==> config.mk <==
export PLATFORM = sky130hd
export DESIGN_NAME = esld_clear_seq
export DESIGN_NICKNAME = d
export VERILOG_FILES = /design/src/rtl/esld_clear_seq.sv
export SDC_FILE = /design/constraint.sdc
export NUM_CORES = 1
export LEC_CHECK = 0
export BUFFER_PORTS_ARGS = -buffer_cell sky130_fd_sc_hd__buf_2
export CAP_MARGIN = 15
export CELL_PAD_IN_SITES_DETAIL_PLACEMENT = 0
export CELL_PAD_IN_SITES_GLOBAL_PLACEMENT = 2
export CORE_ASPECT_RATIO = 1.5
export CORE_UTILIZATION = 33
export DETAILED_ROUTE_END_ITERATION = 10
export PLACE_DENSITY_LB_ADDON = 0.1
export REMOVE_ABC_BUFFERS = 1
export SYNTH_ARGS = -nofsm -noshare
export SYNTH_HDL_FRONTEND = slang
export SYNTH_SLANG_ARGS = --single-unit
==> constraint.sdc <==
create_clock -name clk -period 4.8 [get_ports clk]
set_clock_uncertainty 0.15 [all_clocks]
set_input_delay 0.96 -clock clk [delete_from_list [all_inputs] [get_ports clk]]
set_output_delay 0.96 -clock clk [all_outputs]
set_load 0.02 [all_outputs]
==> src/rtl/esld_clear_seq.sv <==
`timescale 1ns / 1ps
`default_nettype none

module esld_clear_seq #(
    parameter int DEPTH  = 16384,
    parameter int ADDR_W = 14
) (
    input  wire logic              clk,
    input  wire logic              rst_n,
    output logic                   busy,
    output logic [ADDR_W-1:0]      addr
);

    localparam logic [ADDR_W-1:0] LAST_ADDR = ADDR_W'(DEPTH - 1);

    logic              busy_reg;
    logic              busy_next;
    logic [ADDR_W-1:0] addr_reg;
    logic [ADDR_W-1:0] addr_next;

    // Sweep every entry once after reset, then stay done.
    always_comb
    begin
        busy_next = busy_reg;
        addr_next = addr_reg;
        if (busy_reg)
        begin
            if (addr_reg == LAST_ADDR)
            begin
                busy_next = 1'b0;
            end
            else
            begin
                addr_next = addr_reg + 1'b1;
            end
        end
    end

    always_ff @(posedge clk or negedge rst_n)
    begin
        if (!rst_n)
        begin
            busy_reg <= 1'b1;
            addr_reg <= '0;
        end
        else
        begin
            busy_reg <= busy_next;
            addr_reg <= addr_next;
        end
    end

    assign busy = busy_reg;
    assign addr = addr_reg;

endmodule

`default_nettype wire
; Word level (Yosys, flattened, before mapping)
; Cells that the tools add are included.
[word_totals]
elab_cells = 8
reg_bits = 15
out_inout_bits = 15
inputBits = 2
[classes]
eq_ne = 1
n_addsub = 1
n_mux = 2
bitwise = 1
reduce_logical = 1
[op_table]
columns = operator, count
row1 = 14-bit by 1-bit adder with 14-bit output (second input constant), 1
row2 = 14-bit equality test (second input constant), 1
row3 = 1-bit 2-to-1 mux, 2
row4 = 2-bit AND reduction, 1
row5 = 1-bit NOT, 1

; Longest topological paths before layout
; Gate-level depths: netlist of the first run.
[logic_depth]
ltp_word = 3
depth_mapped = 6
mapped_depth_nobuf = 5

; Least setup slack after synthesis of the first run
; No wires, ideal clock.
[synth_timing]
kind = register to register
startpoint = register addr_reg[0], in the netlist addr[0]
endpoint = register addr_reg[8], in the netlist addr[8]
setup_ns = 0.080
t_arrival_ns = 1.616
path_stages_with_launch = 6
required_time_ns = 4.570
period_less_slack_ns = 1.846
path_slack_ns = 2.954
n_path_buf = 0
path_cell_list = dfrtp_1 > ha_1 > nand3_1 > or3_1 > nor3b_1 > xor2_1
[synth_between]
elab_chain_cells = 3
elab_cells_between_ends = 4
cone_classes = add/sub (1) / eq/ne (1) / bitwise (1) / reduce/logical (1)
[synth_lines]
columns = element, line_no
row1 = start: declaration, 18  ; logic [ADDR_W-1:0] addr_reg;
row2 = start signal: assignment, 49  ; addr_reg <= addr_next;
row3 = branches (longest 3 deep; another with 14-bit by 1-bit adder with 14-bit output), --
; Several ways; the timed one is not identified.
; A chain may end at the register's enable or synchronous reset.

; Worst setup path after layout of the first run
[layout_timing]
startpoint = register busy_reg, in the netlist busy
endpoint = output port busy
[layout_rtl]
columns = element, line_no
row1 = start: declaration, 16  ; logic busy_reg;
row2 = start signal: assignment, 48  ; busy_reg <= busy_next;
row3 = end: declaration, 10  ; output logic busy,
; No word-level cell between the ends.

==> flow_metrics.env, run 1 <==
export IMPL_status="completed"
export IMPL_die_area_mm2=0.002272
export IMPL_cts_tree="yes"
export IMPL_clk_path_buf_depth=2
export IMPL_critPathRequiredTime_ns=3.69
export IMPL_synth_cell_types=24
export IMPL_cts_buffers=3
export IMPL_hold_ws_ns=0.3852
export IMPL_n_antenna_cell=0
export IMPL_largest_reg_flops=14
export IMPL_place_gp_congestion=0.6717
export IMPL_p_per_area_mw_per_mm2=249.1
export IMPL_wl_per_cell_um=14.60
export IMPL_insertion_delay_ns=0.29
export IMPL_pre_cts_slack_ns=2.889
export IMPL_pwr_share_seq_pct=62.6
export IMPL_synthAdderAreaFrac_pct=1.821
export IMPL_die_h_um=57.88
export IMPL_crit_path_start_kind="register"
export IMPL_detail_route_antenna_nets=0
export IMPL_grt_usage_pct=16.22
export IMPL_viasPerCell=5.539
export IMPL_cts_max_level=1
export IMPL_slew_headroom_pct=68.94
export IMPL_fin_crit_ns=2.184
export IMPL_synth_top_family_by_area="simple AND/OR/NAND/NOR gates"
export IMPL_synth_simple_area_share_pct=18.58
export IMPL_numPortBuffers=16
export IMPL_drc=0
export IMPL_grt_pass1_wl_mm=2.539
export IMPL_cp_slowest_cell="dfstp_2"
export IMPL_swShare_pct=21.87
export IMPL_switchingPower_w=0.00004410
export IMPL_crit_type="register to output port"
export IMPL_clkTransAtPathRegs_ns=0.10
export IMPL_vdd_ir_drop_worst_v=0.0001263
export IMPL_grt_pass1_vias=549
export IMPL_fmax_mhz=457.9
export IMPL_crit_path_max_incr_delay_ns=0.60
export IMPL_design_area_um2=809.5
export IMPL_max_cap_viol_count=0
export IMPL_core_area_mm2=0.001902
export IMPL_die_w_um=39.25
export IMPL_synthMuxAreaShare_pct=1.639
export IMPL_cts_resized=0
export IMPL_io_pins=17
export IMPL_netlist_instances=62
export IMPL_post_dp_cell_area_um2=782.0
export IMPL_setup_tns_ns=0
export IMPL_clkPwrFrac_pct=36.0
export IMPL_rows=19
export IMPL_worst_slack_ns=2.616
export IMPL_slew_violations=0
export IMPL_wirelength_mm=1.489
export IMPL_grt_max_degree=16
export IMPL_yosysSeqAreaShare_pct=54.83
export IMPL_crit_chain="buf_2"
export IMPL_arrival_ns=1.07
export IMPL_p_leak_nw=0.4052
export IMPL_grt_overflow_total=0
export IMPL_dr_pass1_iters=4
export IMPL_layout_nets=85
export IMPL_setup_viol=0
export IMPL_numClockSinks=15
export IMPL_synth_seq_cells=15
export IMPL_synthXorXnorAreaFrac_pct=10.20
export IMPL_p_int_w=0.0001575
export IMPL_syn_area_um2=686.9
export IMPL_crit_buf_inv=1
export IMPL_antenna_found_initial=0
export IMPL_pwr_share_comb_pct=1.3
export IMPL_hold_buffers=0
export IMPL_drt_iter0_drc=9
export IMPL_final_hold_violation_count=0
export IMPL_cts_root_buf="clkbuf_4"
export IMPL_avgSynthCellArea_um2=11.08
export IMPL_dp_hpwl_mm=1.088
export IMPL_cp_max_fo=7
export IMPL_cp_end_kind="output port"
export IMPL_area_growth_pct=17.85
export IMPL_tightest_slew_ns=0.4658
export IMPL_via_count=565
export IMPL_rsz0062_at_grt="no"
export IMPL_critical_path_top_delay_family="flip-flops"
export IMPL_ys_warn_count=0
export IMPL_drive_above_1_share_pct=28.40
export IMPL_hold_path_class="register to register"
export IMPL_utilization_pct=42.57
export IMPL_start_util_pct=36.12
export IMPL_cts_setup_buffers=0
export IMPL_synth_compound_area_share_pct=10.20
export IMPL_post_route_period_util_pct=45.50
-- area by class of cell --
class / count / area (um^2)
clock buffer: 3 / 22.52
multi-input combinational: 44 / 291.5
sequential: 15 / 376.6
clock inverter: 1 / 5.005
tap: 21 / 26.28
inverter: 2 / 7.507
fill: 216 / 1092
timing repair buffer: 16 / 80.08
-- cell usage in the layout, fill, tap and decap left out --
cell,instances
dfrtp_1,14
nand3_1,5
and3_1,1
a41oi_1,1
inv_1,2
nor3b_1,1
o31a_1,1
nand4_1,4
a21oi_1,3
a31oi_1,3
or3_1,1
buf_2,16
clkinv_2,1
xnor2_1,5
and4_2,1
clkbuf_4,3
nor3_1,2
nand2_1,3
dfstp_2,1
nor2_1,5
o41a_1,1
ha_1,1
xor2_1,3
o21bai_1,1
nand3b_1,1
mux2_2,1
-- metal layers --
metal	global-route usage, %	up-vias	routed length [um]
met5	0	-	0
met4	7.389	0	16
met3	2.299	2	47
met2	25.95	14	786
met1	21.12	285	639
li1	-	264	-
-- cells by family after synthesis --
kind of cell             count (synthesis)
XOR/XNOR                                 8
flip-flops                              15
AND/OR/NAND/NOR                         24
AO/OA/AOI/OAI                           10
multiplexers                             1
buffers and inverters                    3
adder cells (fa/ha/maj)                  1
-- power by group through the flow --
stage,Combinational (W),Clock (W),Sequential [W]
2_1_floorplan,0.0000000000935,0,0.000129
3_3_place_gp,0.00000290,0,0.000129
3_5_place_dp,0.00000291,0,0.000129
4_1_cts,0.00000291,0.0000754,0.000126
5_1_grt,0.00000330,0.0000787,0.000126
6_report,0.00000265,0.0000727,0.000126
-- Yosys cell counts --
| cell | n | area, um^2 |
|---|---|---|
| dfrtp_1 | 14 | 350.3 |
| nand2_1 | 3 | 11.26 |
| nand4_1 | 4 | 25.02 |
| nor3b_1 | 1 | 7.510 |
| inv_1 | 2 | 7.510 |
| nand3_1 | 5 | 25.02 |
| xnor2_1 | 5 | 43.79 |
| buf_6 | 1 | 11.26 |
| o41a_1 | 1 | 11.26 |
| a41oi_1 | 1 | 8.760 |
| ha_1 | 1 | 12.51 |
| mux2_2 | 1 | 11.26 |
| or3_1 | 1 | 6.260 |
| o31a_1 | 1 | 8.760 |
| a21oi_1 | 3 | 15.01 |
| nor3_1 | 2 | 10.01 |
| nor2_1 | 5 | 18.77 |
| and4_2 | 1 | 10.01 |
| xor2_1 | 3 | 26.28 |
| dfstp_2 | 1 | 26.28 |
| nand3b_1 | 1 | 7.510 |
| and3_1 | 1 | 6.260 |
| o21bai_1 | 1 | 7.510 |
| a31oi_1 | 3 | 18.77 |
-- stage by stage --
| step | power [W] | std cells |
|---|---|---|
| floorplan | 0.0001288 | 61 |
| global placement | 0.0001317 | 98 |
| detailed placement | 0.0001317 | 98 |
| CTS | 0.0002046 | 102 |
| global route | 0.0002083 | 102 |
| finish | 0.0002016 | 102 |
-- worst paths after layout --
| kind | from | endpoint | slack [ns] | cells past startpoint |
|---|---|---|---|---|
| hold reg to reg | addr[5] | addr[5] | 0.39 | 1 |
| setup / recovery | busy | busy | 2.62 | 1 |
| hold / removal | addr[5] | addr[5] | 0.39 | 1 |
| min in group asynchronous | rst_n | addr[12] | 0.40 | 1 |
| max in group asynchronous | rst_n | busy | 3.80 | 1 |
| setup reg to reg | addr[0] | addr[1] | 2.90 | 4 |
No activity file was read; power rests on OpenSTA's default activity.
==> inputs of run 2 (changes only) <==
Settings changed: ABC_AREA set to 1, CORE_UTILIZATION 33 to 27.
Clock period 4.8 ns to 2 ns, I/O delays scaled along.
==> flow_metrics.env, run 2 <==
export IMPL_setup_viol=0
export IMPL_syn_area_um2=919.6
export IMPL_die_area_mm2=0.003648
export IMPL_layout_nets=155
export IMPL_grt_pass1_vias=754
export IMPL_dr_pass1_iters=5
export IMPL_synth_cell_types=20
export IMPL_crit_path_start_kind="register"
export IMPL_post_route_period_util_pct=89.55
export IMPL_clkTransAtPathRegs_ns=0.07
export IMPL_slew_violations=0
export IMPL_netlist_instances=129
export IMPL_numPortBuffers=16
export IMPL_hold_path_class="register to register"
export IMPL_grt_pass1_wl_mm=3.657
export IMPL_clk_path_buf_depth=2
export IMPL_ys_warn_count=0
export IMPL_grt_max_degree=16
export IMPL_dp_hpwl_mm=1.703
export IMPL_p_per_area_mw_per_mm2=514.5
export IMPL_critPathRequiredTime_ns=2.04
export IMPL_drt_iter0_drc=16
export IMPL_setup_tns_ns=0
export IMPL_drive_above_1_share_pct=21.19
export IMPL_drc=0
export IMPL_crit_top_cell="nand2_1"
export IMPL_layout_common_cells="nand2_1 (59), buf_2 (16), inv_1 (15)"
export IMPL_synth_area_leaders="dfrtp_1 (38%), nand2_1 (24%), inv_1 (6.1%)"
export IMPL_grt_overflow_total=0
export IMPL_wl_per_cell_um=11.83
export IMPL_switchingPower_w=0.0001250
export IMPL_ys_flop_type="dfrtp_1"
export IMPL_cp_slowest_cell="dfrtp_1"
export IMPL_pwr_share_comb_pct=1.5
export IMPL_place_gp_congestion=0.7380
export IMPL_grt_usage_pct=13.77
export IMPL_pre_cts_slack_ns=-0.06908
export IMPL_synth_seq_cells=15
export IMPL_pwr_share_seq_pct=53.4
export IMPL_worst_slack_ns=0.2090
export IMPL_crit_path_max_incr_delay_ns=0.42
export IMPL_wirelength_mm=2.259
export IMPL_crit_chain="ha_1, nand3_2, inv_1, nand2_1, nor2_1, nor2_2, nand2_1, nand2_1"
export IMPL_clkPwrFrac_pct=45.2
export IMPL_antenna_found_initial=0
export IMPL_rsz0062_at_grt="no"
export IMPL_tightest_slew_ns=0.5153
export IMPL_largest_reg_flops=14
export IMPL_cts_setup_buffers=0
export IMPL_cts_buffers=3
export IMPL_cp_max_fo=11
export IMPL_viasPerCell=4.330
export IMPL_fin_crit_ns=1.791
export IMPL_critical_path_top_delay_family="simple AND/OR/NAND/NOR gates"
export IMPL_crit_buf_inv=1
export IMPL_arrival_ns=1.84
export IMPL_n_antenna_cell=0
export IMPL_numClockSinks=15
export IMPL_core_area_mm2=0.003191
export IMPL_final_hold_violation_count=0
export IMPL_p_leak_nw=0.6130
export IMPL_crit_type="register to register"
export IMPL_max_cap_viol_count=0
export IMPL_insertion_delay_ns=0.25
export IMPL_status="completed"
export IMPL_yosysMostFrequentCell="nand2_1"
export IMPL_slew_headroom_pct=65.61
export IMPL_p_int_w=0.0004434
export IMPL_swShare_pct=21.99
export IMPL_vdd_ir_drop_worst_v=0.0002448
export IMPL_synth_commonest_cells="nand2_1 (59), inv_1 (15), dfrtp_1 (14), nor2_1 (10), nand3_1 (7)"
export IMPL_start_util_pct=28.82
export IMPL_rows=25
export IMPL_via_count=827
export IMPL_cp_end_kind="register"
export IMPL_cts_tree="yes"
export IMPL_avgSynthCellArea_um2=7.129
export IMPL_yosysTopAreaCell="dfrtp_1"
export IMPL_detail_route_antenna_nets=0
export IMPL_cts_root_buf="clkbuf_8"
export IMPL_async_reset_ff_share_pct=100.0
export IMPL_yosysSeqAreaShare_pct=40.95
export IMPL_synth_edf_count=0
export IMPL_cts_max_level=1
export IMPL_synth_top_cell_area_share_pct=38.10
export IMPL_die_h_um=73.48
export IMPL_utilization_pct=34.63
export IMPL_mostFrequentLayoutCell="nand2_1"
export IMPL_io_pins=17
export IMPL_die_w_um=49.65
export IMPL_area_growth_pct=20.14
export IMPL_fillers=375
export IMPL_fmax_mhz=558.3
[run 2: worst paths after layout]
check,startpoint,end,slack (ns),depth (start not counted)
worst max-delay path,addr[0],addr[10],0.21,8
worst min-delay path,addr[13],addr[13],0.38,2
worst max register to register,addr[0],addr[10],0.21,8
worst min register to register,addr[13],addr[13],0.38,2
max in group asynchronous,rst_n,busy,0.96,2
min in group asynchronous,rst_n,addr[12],0.43,2
[run 2: area by class of cell]
| type | instances | area [um^2] | share of cell area [%] |
|---|---|---|---|
| multi-input cells | 96 | 459.2 | 41.56 |
| repair buffers | 20 | 112.6 | 10.19 |
| well taps | 40 | 50.05 | 4.530 |
| clock buffers | 3 | 41.29 | 3.737 |
| clock inverters | 1 | 5.005 | 0.4530 |
| flip-flops and latches | 15 | 376.6 | 34.09 |
| inverters | 16 | 60.06 | 5.436 |
[run 2: timing repair]
item,in CTS,in global routing
endpoints found under the hold margin,14,0
gates resized for setup,1,0
setup endpoints to repair,10,0
hold buffers,1,0
[run 2: worst min-delay path, cell delays in order (launching register included)]
cell     delay (ns)
dfrtp_1        0.38
nand2_1        0.07
nand2_1        0.05
[run 2: logic make-up after synthesis]
logic type,share of synthesized area [%]
adder cells (fa/ha/maj),1.360
AND/OR/NAND/NOR,42.04
XOR/XNOR,5.714
flip-flops,40.95
buffers and inverters,9.386
AO/OA/AOI/OAI,0.5437
[run 2: through the flow]
stage          power [W]  hold slack (ns)  instances  cell area [um^2]
2_1_floorplan  0.0003091         -0.04559        127             893.4
3_3_place_gp   0.0003166           0.1894        186              1046
3_5_place_dp   0.0003168           0.1930        186              1046
4_1_cts        0.0005826           0.3818        191              1105
5_1_grt        0.0005960           0.4281        191              1105
6_report       0.0005684           0.3778        191              1105
[run 2: power by group through the flow]
stage | logic, W | registers, W | clock network [W]
finish | 0.00000835 | 0.000303 | 0.000257
global route | 0.0000101 | 0.000303 | 0.000283
CTS | 0.00000921 | 0.000303 | 0.000270
detailed placement | 0.00000775 | 0.000309 | 0
global placement | 0.00000760 | 0.000309 | 0
floorplan | 0.000000000274 | 0.000309 | 0
[run 2: per-layer routing]
metal | share of wire, % | up-vias | global-route usage, %
li1 | - | 439 | -
met1 | 48 | 373 | 18.07
met2 | 49 | 13 | 22.07
met3 | 2.3 | 2 | 1.863
met4 | 0.84 | 0 | 6.667
met5 | 0 | - | 0
